`config.mk`:
```
export PLATFORM = sky130hd
export DESIGN_NAME = base64_stream_decoder_top_flat
export DESIGN_NICKNAME = d
export VERILOG_FILES = /design/src/b64d_pkg.sv /design/src/b64d_in_if.sv /design/src/b64d_out_if.sv /design/src/base64_stream_decoder_top.sv /design/src/b64d_in_reg.sv /design/src/b64d_decode.sv /design/src/b64d_out_buf.sv /design/src/flat_wrapper.sv
export SDC_FILE = /design/constraint.sdc
export NUM_CORES = 1
export LEC_CHECK = 0
export ABC_AREA = 1
export BUFFER_PORTS_ARGS = -buffer_cell sky130_fd_sc_hd__buf_4
export CORE_ASPECT_RATIO = 2
export CORE_MARGIN = 3
export CORE_UTILIZATION = 30
export DETAILED_ROUTE_END_ITERATION = 8
export REMOVE_ABC_BUFFERS = 1
export SLEW_MARGIN = 0
export SYNTH_ARGS = -nofsm -noshare
export SYNTH_HDL_FRONTEND = slang
export SYNTH_SLANG_ARGS = --single-unit
```
`constraint.sdc`:
```
create_clock -name clk -period 8.8 [get_ports clk]
set_clock_uncertainty 0.2 [all_clocks]
set_input_delay 1.32 -clock clk [delete_from_list [all_inputs] [get_ports clk]]
set_output_delay 1.32 -clock clk [all_outputs]
set_load 0.1 [all_outputs]
```
`src/b64d_pkg.sv`:
```
`timescale 1ns / 1ps
// ----------------------------------------------------------------------------
// b64d_pkg
// Types, constants and the alphabet lookup shared by the Base64 stream
// decoder modules.
// ----------------------------------------------------------------------------
package b64d_pkg;

  // Field widths
  localparam int CHAR_W  = 8;
  localparam int CNT_W   = 16;
  localparam int SLOTS   = 4;

  // Register reset value
  localparam logic [CNT_W-1:0] CAP_RESET = 16'd1024;

  // Status codes
  localparam logic [1:0] ST_OK       = 2'd0;
  localparam logic [1:0] ST_INVALID  = 2'd1;
  localparam logic [1:0] ST_OVERFLOW = 2'd2;

  // Lookup codes for non-alphabet characters
  localparam logic [7:0] SX_PAD = 8'd64;
  localparam logic [7:0] SX_BAD = 8'd255;

  // Characters with special meaning
  localparam logic [7:0] CH_CR    = 8'd13;
  localparam logic [7:0] CH_LF    = 8'd10;
  localparam logic [7:0] CH_SPACE = 8'd32;
  localparam logic [7:0] CH_PLUS  = 8'd43;
  localparam logic [7:0] CH_SLASH = 8'd47;
  localparam logic [7:0] CH_EQUAL = 8'd61;

  // Sextet values of the last two alphabet characters and first digit
  localparam logic [7:0] SX_PLUS  = 8'd62;
  localparam logic [7:0] SX_SLASH = 8'd63;
  localparam logic [7:0] SX_DIGIT = 8'd52;

  typedef struct packed {
    logic [CHAR_W-1:0] char_code;
    logic              end_of_text;
  } in_item_t;

  typedef struct packed {
    logic [7:0]       data_byte;
    logic [1:0]       status;
    logic [CNT_W-1:0] byte_count;
    logic             last;
  } res_item_t;

  // Group of results caused by one request
  typedef struct packed {
    res_item_t [SLOTS-1:0] slot;
    logic [2:0]            cnt;
  } batch_t;

  // Map a character to its sextet, SX_PAD for '=' or SX_BAD otherwise
  function automatic logic [7:0] sextet_of(input logic [7:0] ch);
    logic [7:0] sx;
    sx = SX_BAD;
    if (ch >= 8'd65 && ch <= 8'd90) begin
      sx = ch - 8'd65;
    end else if (ch >= 8'd97 && ch <= 8'd122) begin
      sx = ch - 8'd71;
    end else if (ch >= 8'd48 && ch <= 8'd57) begin
      sx = ch - 8'd48 + SX_DIGIT;
    end else if (ch == CH_PLUS) begin
      sx = SX_PLUS;
    end else if (ch == CH_SLASH) begin
      sx = SX_SLASH;
    end else if (ch == CH_EQUAL) begin
      sx = SX_PAD;
    end
    return sx;
  endfunction

endpackage

```
`src/b64d_in_if.sv`:
```
`timescale 1ns / 1ps
// ----------------------------------------------------------------------------
// b64d_in_if
// Character channel: valid/ready handshake carrying one text character or
// an end marker.
// ----------------------------------------------------------------------------
interface b64d_in_if;
  import b64d_pkg::*;

  logic              valid;
  logic              ready;
  logic [CHAR_W-1:0] char_code;
  logic              end_of_text;

  modport source (output valid, output char_code, output end_of_text, input ready);
  modport sink   (input valid, input char_code, input end_of_text, output ready);
endinterface

```
`src/b64d_out_if.sv`:
```
`timescale 1ns / 1ps
// ----------------------------------------------------------------------------
// b64d_out_if
// Result channel: valid/ready handshake carrying one decoded byte or the
// final status item of a string.
// ----------------------------------------------------------------------------
interface b64d_out_if;
  import b64d_pkg::*;

  logic             valid;
  logic             ready;
  logic [7:0]       data_byte;
  logic [1:0]       status;
  logic [CNT_W-1:0] byte_count;
  logic             last;

  modport source (output valid, output data_byte, output status, output byte_count,
                  output last, input ready);
  modport sink   (input valid, input data_byte, input status, input byte_count,
                  input last, output ready);
endinterface

```
`src/base64_stream_decoder_top.sv`:
```
`timescale 1ns / 1ps
// Path: a request waits in the input register until the decode stage takes it; the
//   result register then holds its group of results and drives out_chan.
// Throughput: one character per cycle while the result register has room; it drains
//   a quartet's bytes one per cycle while out_chan is ready and new characters load.
// Reset (rst_n low, synchronous): clears quartet, error and count state and empty
//   flags; the output capacity register cap_r returns to 1024.
// ----------------------------------------------------------------------------
// base64_stream_decoder_top
// Streaming Base64 decoder: one character per request, decoded bytes and a
// final status item per string on the result channel.
// ----------------------------------------------------------------------------
module base64_stream_decoder_top #(
  parameter int COUNT_BITS = 16
) (
  input  logic                       clk,
  input  logic                       rst_n,
  b64d_in_if.sink                    in_chan,
  b64d_out_if.source                 out_chan,
  input  logic                       cfg_we,
  input  logic [b64d_pkg::CNT_W-1:0] cfg_wdata
);
  import b64d_pkg::*;

  logic [CNT_W-1:0] cap_r;
  logic             item_valid;
  in_item_t         item;
  logic             take;
  logic             load;
  logic             batch_done;
  batch_t           batch;

  // Output capacity register
  always_ff @(posedge clk) begin
    if (!rst_n) begin
      cap_r <= CAP_RESET;
    end else if (cfg_we) begin
      cap_r <= cfg_wdata;
    end
  end

  b64d_in_reg u_in_reg (
    .clk        (clk),
    .rst_n      (rst_n),
    .in_chan    (in_chan),
    .take       (take),
    .item_valid (item_valid),
    .item       (item)
  );

  b64d_decode #(
    .COUNT_BITS (COUNT_BITS)
  ) u_decode (
    .clk        (clk),
    .rst_n      (rst_n),
    .item_valid (item_valid),
    .item       (item),
    .capacity   (cap_r),
    .batch_done (batch_done),
    .take       (take),
    .load       (load),
    .batch      (batch)
  );

  b64d_out_buf u_out_buf (
    .clk        (clk),
    .rst_n      (rst_n),
    .load       (load),
    .batch      (batch),
    .batch_done (batch_done),
    .out_chan   (out_chan)
  );
endmodule

```
`src/b64d_in_reg.sv`:
```
`timescale 1ns / 1ps
// ----------------------------------------------------------------------------
// b64d_in_reg
// Input register: captures one request from the character channel and
// holds it until the decode stage takes it.
// ----------------------------------------------------------------------------
module b64d_in_reg (
  input  logic              clk,
  input  logic              rst_n,
  b64d_in_if.sink           in_chan,
  input  logic              take,
  output logic              item_valid,
  output b64d_pkg::in_item_t item
);
  import b64d_pkg::*;

  logic     valid_r;
  in_item_t item_r;
  logic     accept;

  // Accept when empty or when the held request leaves this cycle
  assign in_chan.ready = !valid_r || take;
  assign accept        = in_chan.valid && in_chan.ready;

  always_ff @(posedge clk) begin
    if (!rst_n) begin
      valid_r <= 1'b0;
    end else if (accept) begin
      valid_r <= 1'b1;
    end else if (take) begin
      valid_r <= 1'b0;
    end
  end

  // Hold payload; no reset needed
  always_ff @(posedge clk) begin
    if (accept) begin
      item_r.char_code   <= in_chan.char_code;
      item_r.end_of_text <= in_chan.end_of_text;
    end
  end

  assign item_valid = valid_r;
  assign item       = item_r;
endmodule

```
`src/b64d_decode.sv`:
```
`timescale 1ns / 1ps
// ----------------------------------------------------------------------------
// b64d_decode
// Quartet state and decode logic: maps the held character, updates the
// quartet and error state and builds the group of results it causes.
// ----------------------------------------------------------------------------
module b64d_decode #(
  parameter int COUNT_BITS = 16
) (
  input  logic                      clk,
  input  logic                      rst_n,
  input  logic                      item_valid,
  input  b64d_pkg::in_item_t        item,
  input  logic [b64d_pkg::CNT_W-1:0] capacity,
  input  logic                      batch_done,
  output logic                      take,
  output logic                      load,
  output b64d_pkg::batch_t          batch
);
  import b64d_pkg::*;

  localparam int W = (COUNT_BITS > CNT_W) ? COUNT_BITS : CNT_W;
  localparam logic [W-1:0] CMAX = W'({COUNT_BITS{1'b1}});

  // Quartet and string state
  logic [1:0]            gp_r, gp_nxt;
  logic [2:0][5:0]       sx_r, sx_nxt;
  logic [2:0]            vc_r, vc_nxt;
  logic [1:0]            err_r, err_nxt;
  logic [COUNT_BITS-1:0] emit_r, emit_nxt;

  logic [7:0]            sx;
  logic [5:0]            six;
  logic                  is_ws;
  logic [2:0]            vc_new;
  logic                  do_emit;
  logic [3:0][5:0]       q;
  logic [2:0]            qv;
  logic [1:0]            n_req;
  logic [1:0]            n_out;
  logic                  ovf;
  logic [CNT_W-1:0]      lim16;
  logic [W-1:0]          lim_w;
  logic [W-1:0]          emit_w;
  logic [W-1:0]          room;
  logic [2:0][7:0]       b;
  logic [2:0][CNT_W-1:0] cnt;
  logic [CNT_W-1:0]      fin_cnt;
  logic [1:0]            fin_status;
  logic [2:0]            k;

  // Zero-extend or truncate a count to the result field
  function automatic logic [CNT_W-1:0] to_field(input logic [COUNT_BITS-1:0] x);
    logic [W-1:0] t;
    t = W'(x);
    return t[CNT_W-1:0];
  endfunction

  assign sx    = sextet_of(item.char_code);
  assign six   = (sx == SX_PAD) ? 6'd0 : sx[5:0];
  assign is_ws = (item.char_code == CH_CR) || (item.char_code == CH_LF) ||
                 (item.char_code == CH_SPACE);

  // Next state and quartet selection
  always_comb begin
    gp_nxt   = gp_r;
    sx_nxt   = sx_r;
    vc_nxt   = vc_r;
    err_nxt  = err_r;
    do_emit  = 1'b0;
    q        = '0;
    qv       = vc_r;
    vc_new   = (sx == SX_PAD) ? vc_r : {1'b0, gp_r} + 3'd1;
    if (item.end_of_text) begin
      // flush a partial quartet, then clear the string
      if (err_r == ST_OK && gp_r != 2'd0) begin
        do_emit = 1'b1;
        q[0]    = sx_r[0];
        q[1]    = (gp_r > 2'd1) ? sx_r[1] : 6'd0;
        q[2]    = (gp_r > 2'd2) ? sx_r[2] : 6'd0;
      end
      gp_nxt  = 2'd0;
      sx_nxt  = '0;
      vc_nxt  = 3'd0;
      err_nxt = ST_OK;
    end else if (err_r != ST_OK) begin
      // swallow until the end marker
    end else if (gp_r == 2'd0 && is_ws) begin
      // skip whitespace between quartets
    end else if (sx == SX_BAD) begin
      err_nxt = ST_INVALID;
      gp_nxt  = 2'd0;
      sx_nxt  = '0;
      vc_nxt  = 3'd0;
    end else if (gp_r != 2'd3) begin
      sx_nxt[gp_r] = six;
      gp_nxt       = gp_r + 2'd1;
      vc_nxt       = vc_new;
    end else begin
      do_emit = 1'b1;
      q[0]    = sx_r[0];
      q[1]    = sx_r[1];
      q[2]    = sx_r[2];
      q[3]    = six;
      qv      = vc_new;
      gp_nxt  = 2'd0;
      sx_nxt  = '0;
      vc_nxt  = 3'd0;
    end
  end

  // Bytes of the quartet
  assign b[0] = {q[0], q[1][5:4]};
  assign b[1] = {q[1][3:0], q[2][5:2]};
  assign b[2] = {q[2][1:0], q[3]};

  // Bytes requested, trimmed by the room left under the limit
  assign n_req  = (do_emit && qv >= 3'd2) ? 2'(qv - 3'd1) : 2'd0;
  assign lim16  = capacity - CNT_W'(1);
  assign lim_w  = (W'(lim16) > CMAX) ? CMAX : W'(lim16);
  assign emit_w = W'(emit_r);
  assign room   = (emit_w < lim_w) ? (lim_w - emit_w) : '0;
  assign ovf    = room < W'(n_req);
  assign n_out  = ovf ? room[1:0] : n_req;

  always_comb begin
    for (int i = 0; i < 3; i++) begin
      cnt[i] = to_field(emit_r + COUNT_BITS'(i + 1));
    end
  end

  assign fin_cnt    = to_field(emit_r + COUNT_BITS'(n_out));
  assign fin_status = ovf ? ST_OVERFLOW : err_r;
  assign k          = {1'b0, n_out} + {2'b0, item.end_of_text};

  // Take the request when it causes no result or the drain has room
  assign take = item_valid && (k == 3'd0 || batch_done);
  assign load = take && (k != 3'd0);

  // Build the result group
  always_comb begin
    batch     = '0;
    batch.cnt = k;
    for (int i = 0; i < 3; i++) begin
      if (2'(i) < n_out) begin
        batch.slot[i].data_byte  = b[i];
        batch.slot[i].status     = ST_OK;
        batch.slot[i].byte_count = cnt[i];
        batch.slot[i].last       = 1'b0;
      end
    end
    if (item.end_of_text) begin
      batch.slot[n_out].data_byte  = 8'd0;
      batch.slot[n_out].status     = fin_status;
      batch.slot[n_out].byte_count = fin_cnt;
      batch.slot[n_out].last       = 1'b1;
    end
  end

  // Emitted count advances by bytes sent and clears at the end marker
  assign emit_nxt = item.end_of_text ? '0 : (emit_r + COUNT_BITS'(n_out));

  always_ff @(posedge clk) begin
    if (!rst_n) begin
      gp_r   <= 2'd0;
      sx_r   <= '0;
      vc_r   <= 3'd0;
      err_r  <= ST_OK;
      emit_r <= '0;
    end else if (take) begin
      gp_r   <= gp_nxt;
      sx_r   <= sx_nxt;
      vc_r   <= vc_nxt;
      err_r  <= (ovf && !item.end_of_text) ? ST_OVERFLOW : err_nxt;
      emit_r <= emit_nxt;
    end
  end
endmodule

```
`src/b64d_out_buf.sv`:
```
`timescale 1ns / 1ps
// ----------------------------------------------------------------------------
// b64d_out_buf
// Result register: holds the group of results of one request and hands
// them to the result channel one per cycle while the channel is ready.
// ----------------------------------------------------------------------------
module b64d_out_buf (
  input  logic             clk,
  input  logic             rst_n,
  input  logic             load,
  input  b64d_pkg::batch_t batch,
  output logic             batch_done,
  b64d_out_if.source       out_chan
);
  import b64d_pkg::*;

  res_item_t [SLOTS-1:0] slot_r;
  logic [2:0]            n_r;
  logic [1:0]            rd_r;
  logic                  pop;
  res_item_t             head;

  assign head       = slot_r[rd_r];
  assign pop        = out_chan.valid && out_chan.ready;
  assign batch_done = (n_r == 3'd0) || (n_r == 3'd1 && pop);

  // Drive the result channel from the head slot
  assign out_chan.valid      = (n_r != 3'd0);
  assign out_chan.data_byte  = head.data_byte;
  assign out_chan.status     = head.status;
  assign out_chan.byte_count = head.byte_count;
  assign out_chan.last       = head.last;

  // Load a new group or advance through the current one
  always_ff @(posedge clk) begin
    if (!rst_n) begin
      n_r  <= 3'd0;
      rd_r <= 2'd0;
    end else if (load) begin
      n_r  <= batch.cnt;
      rd_r <= 2'd0;
    end else if (pop) begin
      n_r  <= n_r - 3'd1;
      rd_r <= rd_r + 2'd1;
    end
  end

  always_ff @(posedge clk) begin
    if (load) begin
      slot_r <= batch.slot;
    end
  end
endmodule
```
`src/flat_wrapper.sv`:
```
// flat-port wrapper written by rule: the top's interface ports become plain ports
module base64_stream_decoder_top_flat import b64d_pkg::*;
#(
  parameter int COUNT_BITS = 16
)
  (clk, rst_n, cfg_we, cfg_wdata, in_chan_valid, in_chan_char_code, in_chan_end_of_text, in_chan_ready, out_chan_valid, out_chan_data_byte, out_chan_status, out_chan_byte_count, out_chan_last, out_chan_ready);
  b64d_in_if in_chan_i ();
  b64d_out_if out_chan_i ();
  input  logic clk;
  input  logic rst_n;
  input  logic cfg_we;
  input  logic [b64d_pkg::CNT_W-1:0] cfg_wdata;
  input wire logic [$bits(in_chan_i.valid)-1:0] in_chan_valid;
  input wire logic [$bits(in_chan_i.char_code)-1:0] in_chan_char_code;
  input wire logic [$bits(in_chan_i.end_of_text)-1:0] in_chan_end_of_text;
  output wire logic [$bits(in_chan_i.ready)-1:0] in_chan_ready;
  output wire logic [$bits(out_chan_i.valid)-1:0] out_chan_valid;
  output wire logic [$bits(out_chan_i.data_byte)-1:0] out_chan_data_byte;
  output wire logic [$bits(out_chan_i.status)-1:0] out_chan_status;
  output wire logic [$bits(out_chan_i.byte_count)-1:0] out_chan_byte_count;
  output wire logic [$bits(out_chan_i.last)-1:0] out_chan_last;
  input wire logic [$bits(out_chan_i.ready)-1:0] out_chan_ready;
  assign in_chan_i.valid = in_chan_valid;
  assign in_chan_i.char_code = in_chan_char_code;
  assign in_chan_i.end_of_text = in_chan_end_of_text;
  assign in_chan_ready = in_chan_i.ready;
  assign out_chan_valid = out_chan_i.valid;
  assign out_chan_data_byte = out_chan_i.data_byte;
  assign out_chan_status = out_chan_i.status;
  assign out_chan_byte_count = out_chan_i.byte_count;
  assign out_chan_last = out_chan_i.last;
  assign out_chan_i.ready = out_chan_ready;
  base64_stream_decoder_top #(.COUNT_BITS(COUNT_BITS)) u_core (.clk(clk), .rst_n(rst_n), .in_chan(in_chan_i), .out_chan(out_chan_i), .cfg_we(cfg_we), .cfg_wdata(cfg_wdata));
endmodule
```
==> results of run 1 <==
## metal layers
metal,track usage,wire (um)
met4,0.07631,1109
met5,0,0
met3,0.02391,940
met1,0.1452,10480
met2,0.2972,16200
## critical path: cells and delay by family, from the launching register on
| family | cells | cell delay (ns) |
|---|---|---|
| DFF | 1 | 0.54 |
| AOI/OAI and AO/OA | 4 | 0.85 |
| adders and majority gates | 5 | 1.21 |
| buffers and inverters | 4 | 0.66 |
| and+or+nand+nor | 21 | 2.50 |
## layout by cell type (no fill, tap or decap), types with 3 or more instances in the layout
master,netlist,routed
o21ai_1,6,6
a2bb2oi_1,3,3
inv_2,6,6
edfxtp_1,109,109
clkinv_4,0,3
xnor2_1,5,5
nand4_1,22,22
nand3_1,81,81
or2_2,3,3
nor3_1,17,17
xor2_1,67,67
o21ai_0,110,110
nand3_2,3,3
nand2_1,307,307
nor2_1,194,194
clkbuf_16,0,17
nand2_2,11,11
buf_4,3,66
a21oi_1,72,72
nand3b_1,7,7
nor2_4,13,13
nand2_4,3,3
ha_1,46,46
conb_1,1,3
o22ai_1,19,19
inv_1,149,148
nor2_2,3,3
clkinv_1,7,7
o21ai_2,4,4
dfxtp_1,63,63
inv_8,0,7
## cells in the mapped netlist, types with 2 or more instances
master     count
o21ai_1        6
clkinv_1       7
nand3_2        3
o22ai_1       19
o21ai_2        4
nand2_2       11
xnor2_1        5
a31oi_1        2
nor2_2         3
or2_2          3
a21oi_1       72
edfxtp_1     109
nor2_1       194
o21ai_0      110
buf_4          3
ha_1          46
buf_6          5
inv_1        149
nand3_1       81
a22oi_1        2
a2bb2oi_1      3
o21bai_1       2
nand3b_1       7
nand2_1      307
nor2_4        13
clkbuf_1      38
fa_1           2
xor2_1        67
inv_2          6
dfxtp_1       63
nand4_2        2
nor3_1        17
nand2_4        3
nand4_1       22
buf_2          4
## where the power goes
group | leakage (nW) | total [mW] | internal [mW] | switching (mW)
Clock | 0.287 | 0.749 | 0.386 | 0.363
Sequential | 1.55 | 0.975 | 0.943 | 0.0326
Combinational | 3.05 | 1.16 | 0.249 | 0.909
## state kept, by name, indices dropped and copies added, names as in the netlist
register,count
u_core.u_in_reg.item_valid,1
u_core.u_in_reg.item,9
u_core.u_decode.sx_r,18
u_core.u_out_buf.n_r,3
u_core.u_decode.err_r,2
u_core.cap_r,16
u_core.u_decode.gp_r,2
u_core.u_decode.vc_r,3
u_core.u_out_buf.rd_r,2
u_core.u_decode.emit_r,16
u_core.u_out_buf.slot_r,100
## worst max-delay path by stage
stage | startpoint | end | slack (ns)
6_report | u_core.u_in_reg.item[3]$_DFFE_PP_ | in_chan_ready | 1.06
5_1_grt | u_core.u_in_reg.item[3]$_DFFE_PP_ | in_chan_ready | 0.33
4_1_cts | u_core.u_in_reg.item[3]$_DFFE_PP_ | in_chan_ready | 1.04
3_5_place_dp | u_core.cap_r[0]$_SDFFE_PN0P_ | u_core.u_decode.sx_r[12]$_SDFFE_PN0P_ | 1.44
3_3_place_gp | u_core.cap_r[0]$_SDFFE_PN0P_ | u_core.u_decode.sx_r[12]$_SDFFE_PN0P_ | 1.64
2_1_floorplan | u_core.cap_r[0]$_SDFFE_PN0P_ | u_core.u_out_buf.n_r[1]$_SDFFE_PN0P_ | 0.77
## final cells by class
class	instances	area, um^2
sequential	172	4534
clock buffer	18	439.2
fill	3652	23100
inverter	163	615.6
timing repair buffer	67	515.5
tap	445	556.8
clock inverter	14	142.6
multi-input combinational	1019	5411
## per-stage QoR
step,utilization,hold WS [ns]
floorplan,-,0.2453
global placement,0.3294,0.2539
detailed placement,0.3294,0.2588
CTS,0.3459,0.2677
global route,0.3459,0.2807
finish,0.3459,0.2686
## logic make-up (layout without fill, tap and decap cells)
logic type,Yosys count,count (layout)
and+or+nand+nor,669,669
AOI/OAI and AO/OA,227,227
buffers and inverters,214,262
DFF,172,172
xor gates and xnor gates,72,72
adders and majority gates,48,48
other,1,3
==> run metrics, run 1 <==
outcome finished clean; clock sink count 172; sequential share of the synthesized area 0.4199; max-slew violations 0; R2R Setup Slk 1.39 ns; post-synthesis compound-gate area fraction 0.1129; Synth warnings 0; Synth Area in Simple Gates 0.2718; number of port buffers 58; GPL Wtd Cong 0.9002; HP Start u_core.u_decode.vc_r[0]$_SDFFE_PN0P_; Max Fclk 129.3 MHz; CTS H-tree depth 4; Synth cell types 48; Ant. Diodes 0; placed cell count 1866; Post-Synth Adder-Cell Area 0.05701; Post-DP HPWL 22130 um; Syn Inst Count 1403; core area 35320 um^2; top_reg_cell synth edfxtp_1; Worst-Margin Slew 1.128 ns; first-pass GRT wire length 46220 um; die width 140.2 um; Die Ht 274.3 um; Total GRT Usage 0.1499; vias per inst 4.842; post-CTS setup repair buffer count 0; CP Max Fanout 9; Final period util 0.8790; Post-Place Cell Area 11630 um^2; Critical Path Sink Type output pin; Yosys reg bits 172; R2R depth 42; Synth top area share 0.3031; Min-Delay Path Class flop to flop; multiplexer area fraction after synthesis 0; Async SR Flop Fraction 0; Synth area leaders edfxtp_1 (30%), dfxtp_1 (12%), nand2_1 (11%); Synth Area in XOR/XNOR 0.05840; initial core utilization 0.3057; total CTS buffers 17; post-route minimum period 7.735 ns; CTS resizes 0; Setup crit start kind flop; wire per inst 15.14 um; Area growth syn-to-layout 13.13%; WL final 28730 um; Core Rows 97; Hold Path Depth 2; worst r2r src u_core.u_in_reg.item[3]$_DFFE_PP_; antenna violations before repair 0; vias 9191; Leak Pwr 4.887 nW; Fin. Hold Viols 0; worst hold endpoint u_core.u_decode.vc_r[0]$_SDFFE_PN0P_; synthesized area per cell 7.696 um^2; Ports 59; crit-path most repeated cell nand2_1; full die area 38440 um^2; fin cells 1898; remaining routing DRC violations 0; Sum Neg Setup Slack 0 ns; dpl ws 1.443 ns; Max IR drop VDD 0.1192 mV; antenna viol nets, final 0; Max transition margin 0.2452; reg2reg end u_core.u_decode.sx_r[7]$_SDFFE_PN0P_; CTS tree yes; largest net degree at the start of global routing 101; total power draw 2.882 mW; Finished Cell Area 12220 um^2; crit path DAT 6.22 ns; Layout Nets 1518; unrepaired setup endpoints after global routing no; cts-stage hold buffer count 0; worst skew pair latency 0.45 ns; main combinational cell family by area after synthesis simple AND/OR/NAND/NOR gates; Pre-Repair DR Iteration Count 5; PD cells 235.9 nW/um^2; clk root buf clkbuf_16; area leader, netlist edfxtp_1; number of flops mapped to enable cells by yosys 109; vias in the first global route 9300; Congestion Overflow GR 0; Clock transition at path regs 0.08 ns; number of setup violations in the final report 0; CP max stage delay 0.54 ns; maximum clock insertion buffer count 2; worst setup margin 1.065 ns; Maximum Capacitance Violations 0; Mapped Area 10800 um^2; DRC marker count from the first detailed-route iteration 519; critical path type flop to output pin; crit path max-delay cell type edfxtp_1; CP Data Required Time 7.28 ns; layout cell share with drive strength beyond 1 0.1039
No activity file was read; power rests on OpenSTA's default activity.
==> run 2: changes to the inputs <==
--- a/config.mk
+++ b/config.mk
@@ -11,6 +11,7 @@
 export CORE_MARGIN = 3
 export CORE_UTILIZATION = 30
 export DETAILED_ROUTE_END_ITERATION = 8
+export MAX_ROUTING_LAYER = met4
 export REMOVE_ABC_BUFFERS = 1
 export SLEW_MARGIN = 0
 export SYNTH_ARGS = -nofsm -noshare
==> run metrics, run 2 (synthesis gave the netlist of run 1 again) <==
Ant. Diodes 0; number of setup violations in the final report 0; crit-path most repeated cell nand2_1; CTS H-tree depth 4; cts-stage hold buffer count 0; Critical Path Sink Type output pin; most frequent cells in the layout nand2_1 (307), nor2_1 (194), inv_1 (148); CTS resizes 0; wire per inst 15.38 um; outcome finished clean; DRC marker count from the first detailed-route iteration 423; Fin. Hold Viols 0; CTS tree yes; Largest register FFs 100; Reg with most FFs u_core.u_out_buf.slot_r; Area growth syn-to-layout 13.50%; Worst-Margin Slew 1.073 ns; placed cell count 1868; max-slew violations 0; Setup crit start kind flop; vias in the first global route 9316; Worst path top cell family by delay simple AND/OR/NAND/NOR gates; vias 9184; clk root buf clkbuf_16; fin cells 1900; Min-Delay Path Class flop to flop; CP Max Fanout 9; Final period util 0.8912; worst skew pair latency 0.45 ns; remaining routing DRC violations 0; CP Data Required Time 7.28 ns; antenna viol nets, final 0; Sum Neg Setup Slack 0 ns; # fillers 3693; layout cell share with drive strength beyond 1 0.1045; die width 140.2 um; Max IR drop VDD 0.1614 mV; post-route minimum period 7.843 ns; first-pass GRT wire length 47180 um; Storage cell area 4534 um^2; WL final 29220 um; core area 35320 um^2; Pre-Repair DR Iteration Count 5; clock sink count 172; Max transition margin 0.2819; vias per inst 4.834; full die area 38440 um^2; Finished Cell Area 12260 um^2; GPL Wtd Cong 0.9116; crit path DAT 6.32 ns; CP max stage delay 0.52 ns; Ports 59; critical path type flop to output pin; largest net degree at the start of global routing 57; Layout Nets 1520; Max Fclk 127.5 MHz; Top Registers u_core.u_out_buf.slot_r x100, u_core.u_decode.sx_r x18; Post-Place Cell Area 11640 um^2; Die Ht 274.3 um; PD cells 238.9 nW/um^2; Congestion Overflow GR 0; initial core utilization 0.3057; worst setup margin 0.9575 ns; total CTS buffers 17; Clock transition at path regs 0.07 ns; Maximum Capacitance Violations 0; CP bufs+invs 4; unrepaired setup endpoints after global routing no; number of port buffers 58; Core Rows 97; antenna violations before repair 0; Total GRT Usage 0.1583; Multi-input gate area 5411 um^2; Leak Pwr 4.911 nW; maximum clock insertion buffer count 2; commonest non-fill, non-tap cell in the layout nand2_1; Post-DP HPWL 22650 um; crit path max-delay cell type edfxtp_1; post-CTS setup repair buffer count 0; dpl ws 1.423 ns
==> run 2: cell count changes in the layout (fill, tap and decap cells not counted) <==
cell	before	now
inv_8	7	2
buf_4	66	69
inv_6	1	4
bufinv_16	0	2
buf_12	1	0
clkinv_1	7	8
clkinv_2	2	1
clkinv_8	1	2
clkinvlp_4	1	0
==> run 2: layout make-up <==
class / instances / share of cell area
multi-input cells: 1019 / 0.4416
flip-flops and latches: 172 / 0.3700
inverters: 163 / 0.05023
well taps: 445 / 0.04543
repair buffers: 69 / 0.04227
clock buffers: 18 / 0.03583
clock inverters: 14 / 0.01470
==> run 2: routing by layer <==
metal / global-route usage / wire length [um] / vias to the layer above
met1: 0.1504 / 10500 / 4261
met2: 0.3107 / 16810 / 199
met3: 0.02199 / 937 / 53
met4: 0.06815 / 975 / 0
li1: - / - / 4671
met5: - / 0 / -
==> run 2: final timing paths <==
check / to / slack (ns) / start / cells after the start
max reg2reg: u_core.u_decode.sx_r[10]$_SDFFE_PN0P_ / 1.44 / u_core.u_in_reg.item[3]$_DFFE_PP_ / 44
min: u_core.u_decode.sx_r[16]$_SDFFE_PN0P_ / 0.27 / u_core.u_decode.sx_r[16]$_SDFFE_PN0P_ / 2
max: in_chan_ready / 0.96 / u_core.u_in_reg.item[3]$_DFFE_PP_ / 36
min reg2reg: u_core.u_decode.sx_r[16]$_SDFFE_PN0P_ / 0.27 / u_core.u_decode.sx_r[16]$_SDFFE_PN0P_ / 2
==> run 2: worst register-to-register path: cells and delay by family (launching register included) <==
family	cells	cell delay, ns
AOI/OAI and AO/OA	6	1.20
adders and majority gates	5	1.22
buffers and inverters	6	0.85
DFF	1	0.52
and+or+nand+nor	27	3.31
==> run 2: through the flow <==
stage / utilization / power [mW] / hold WS (ns)
6_report: 0.3470 / 2.928 / 0.2665
5_1_grt: 0.3470 / 3.072 / 0.2851
4_1_cts: 0.3470 / 2.959 / 0.2676
3_5_place_dp: 0.3295 / 2.166 / 0.2569
3_3_place_gp: 0.3295 / 2.156 / 0.2553
2_1_floorplan: - / 1.870 / 0.2453
==> run 2: power by group <==
part	total, mW	internal, mW	switching [mW]
Clock	0.792	0.438	0.354
Combinational	1.16	0.248	0.914
Sequential	0.974	0.943	0.0314
Total	2.93	1.63	1.30
==> run 3: changes to the inputs <==
==> constraint.sdc (replaced) <==
create_clock -name clk -period 8.8 [get_ports clk]
set_clock_uncertainty 0.2 [all_clocks]
set_input_delay 0.44 -clock clk [delete_from_list [all_inputs] [get_ports clk]]
set_output_delay 0.44 -clock clk [all_outputs]
set_load 0.1 [all_outputs]
==> run metrics, run 3 (synthesis gave the netlist of run 1 again) <==
outcome finished clean; number of setup violations in the final report 0; Max Fclk 136.1 MHz; Setup crit start kind flop; Worst path top cell family by delay simple AND/OR/NAND/NOR gates; Max transition margin 0.2390; PD cells 236.6 nW/um^2; Min-Delay Path Class primary input to flop; Sum Neg Setup Slack 0 ns; Final period util 0.8351; layout cell share with drive strength beyond 1 0.1044; initial core utilization 0.3057; Die Ht 274.3 um; Layout Nets 1530; clk root buf clkbuf_16; Multi-input gate area 5411 um^2; unrepaired setup endpoints after global routing no; crit path DAT 7.52 ns; CP Max Fanout 18; Area growth syn-to-layout 14.44%; CTS H-tree depth 4; CP max stage delay 0.52 ns; Maximum Capacitance Violations 0; Worst-Margin Slew 1.137 ns; Critical Path Sink Type flop; post-route minimum period 7.348 ns; max-slew violations 0; first-pass GRT wire length 47590 um; Ports 59; Ant. Diodes 0; commonest non-fill, non-tap cell in the layout nand2_1; vias in the first global route 9524; wire per inst 15.32 um; post-CTS setup repair buffer count 0; CTS tree yes; Reg with most FFs u_core.u_out_buf.slot_r; dpl ws 1.443 ns; maximum clock insertion buffer count 2; Max IR drop VDD 0.1764 mV; Core Rows 97; die width 140.2 um; largest net degree at the start of global routing 57; worst setup margin 1.452 ns; clock sink count 172; GPL Wtd Cong 0.9190; total CTS buffers 17; Fin. Hold Viols 0; antenna viol nets, final 0; Pre-Repair DR Iteration Count 5; full die area 38440 um^2; vias per inst 4.841; number of port buffers 58; # fillers 3668; Largest register FFs 100; Clock transition at path regs 0.07 ns; Top Registers u_core.u_out_buf.slot_r x100, u_core.u_decode.sx_r x18; Post-DP HPWL 22810 um; vias 9246; most frequent cells in the layout nand2_1 (307), nor2_1 (194), inv_1 (148); worst skew pair latency 0.46 ns; DRC marker count from the first detailed-route iteration 424; remaining routing DRC violations 0; antenna violations before repair 0; crit path max-delay cell type edfxtp_1; Storage cell area 4534 um^2; Leak Pwr 4.955 nW; CP bufs+invs 6; crit-path most repeated cell nand2_1; Total GRT Usage 0.1595; CP Data Required Time 8.97 ns; core area 35320 um^2; Congestion Overflow GR 0; critical path type flop to flop; WL final 29260 um
run 3: through the flow:
stage	cell area (um^2)	util	hold slack [ns]	instances	total power, mW
6_report	12360	0.3499	0.01498	1910	2.924
4_1_cts	12360	0.3499	0.001866	1910	2.955
3_5_place_dp	11640	0.3295	0.2579	1868	2.166
3_3_place_gp	11640	0.3295	0.2535	1868	2.157
5_1_grt	12360	0.3499	0.02098	1910	3.074
2_1_floorplan	10560	-	0.2453	1354	1.870
run 3: worst register-to-register path, delay by kind of cell, from the launching register on:
| family | cells | cell delay, ns |
|---|---|---|
| simple gates | 28 | 3.33 |
| buf+inv | 6 | 0.90 |
| flops | 1 | 0.52 |
| compound gates | 5 | 1.07 |
| fa+ha+maj | 5 | 1.22 |
run 3: per-layer routing:
| layer | track usage | up-vias | share of wire |
|---|---|---|---|
| li1 | - | 4694 | - |
| met1 | 0.1490 | 4291 | 0.36 |
| met2 | 0.3092 | 189 | 0.57 |
| met3 | 0.02600 | 72 | 0.027 |
| met4 | 0.07657 | 0 | 0.041 |
| met5 | - | - | 0 |
run 3: worst paths after layout:
check | start | to | slack, ns | cells past startpoint
worst max-delay path | u_core.u_in_reg.item[3]$_DFFE_PP_ | u_core.u_decode.sx_r[16]$_SDFFE_PN0P_ | 1.45 | 44
worst max register to register | u_core.u_in_reg.item[3]$_DFFE_PP_ | u_core.u_decode.sx_r[16]$_SDFFE_PN0P_ | 1.45 | 44
worst min register to register | u_core.u_decode.sx_r[17]$_SDFFE_PN0P_ | u_core.u_decode.sx_r[17]$_SDFFE_PN0P_ | 0.27 | 2
worst min-delay path | cfg_wdata[7] | u_core.cap_r[7]$_SDFFE_PN0P_ | 0.01 | 3
run 3: power breakdown:
part | internal (mW) | total, mW | switching, mW
Combinational | 0.251 | 1.16 | 0.913
Sequential | 0.943 | 0.975 | 0.0321
Clock | 0.446 | 0.784 | 0.338
run 3: area by class of cell:
type	count	share of cell area
timing repair buffer	79	0.05002
multi-input combinational	1019	0.4379
sequential	172	0.3669
clock buffer	21	0.04070
clock inverter	11	0.009518
tap	445	0.04506
inverter	163	0.04982
run 3: timing repair:
item	CTS	global route
hold buffers	10	0
hold endpoints to repair	10	0
resized for setup	0	0
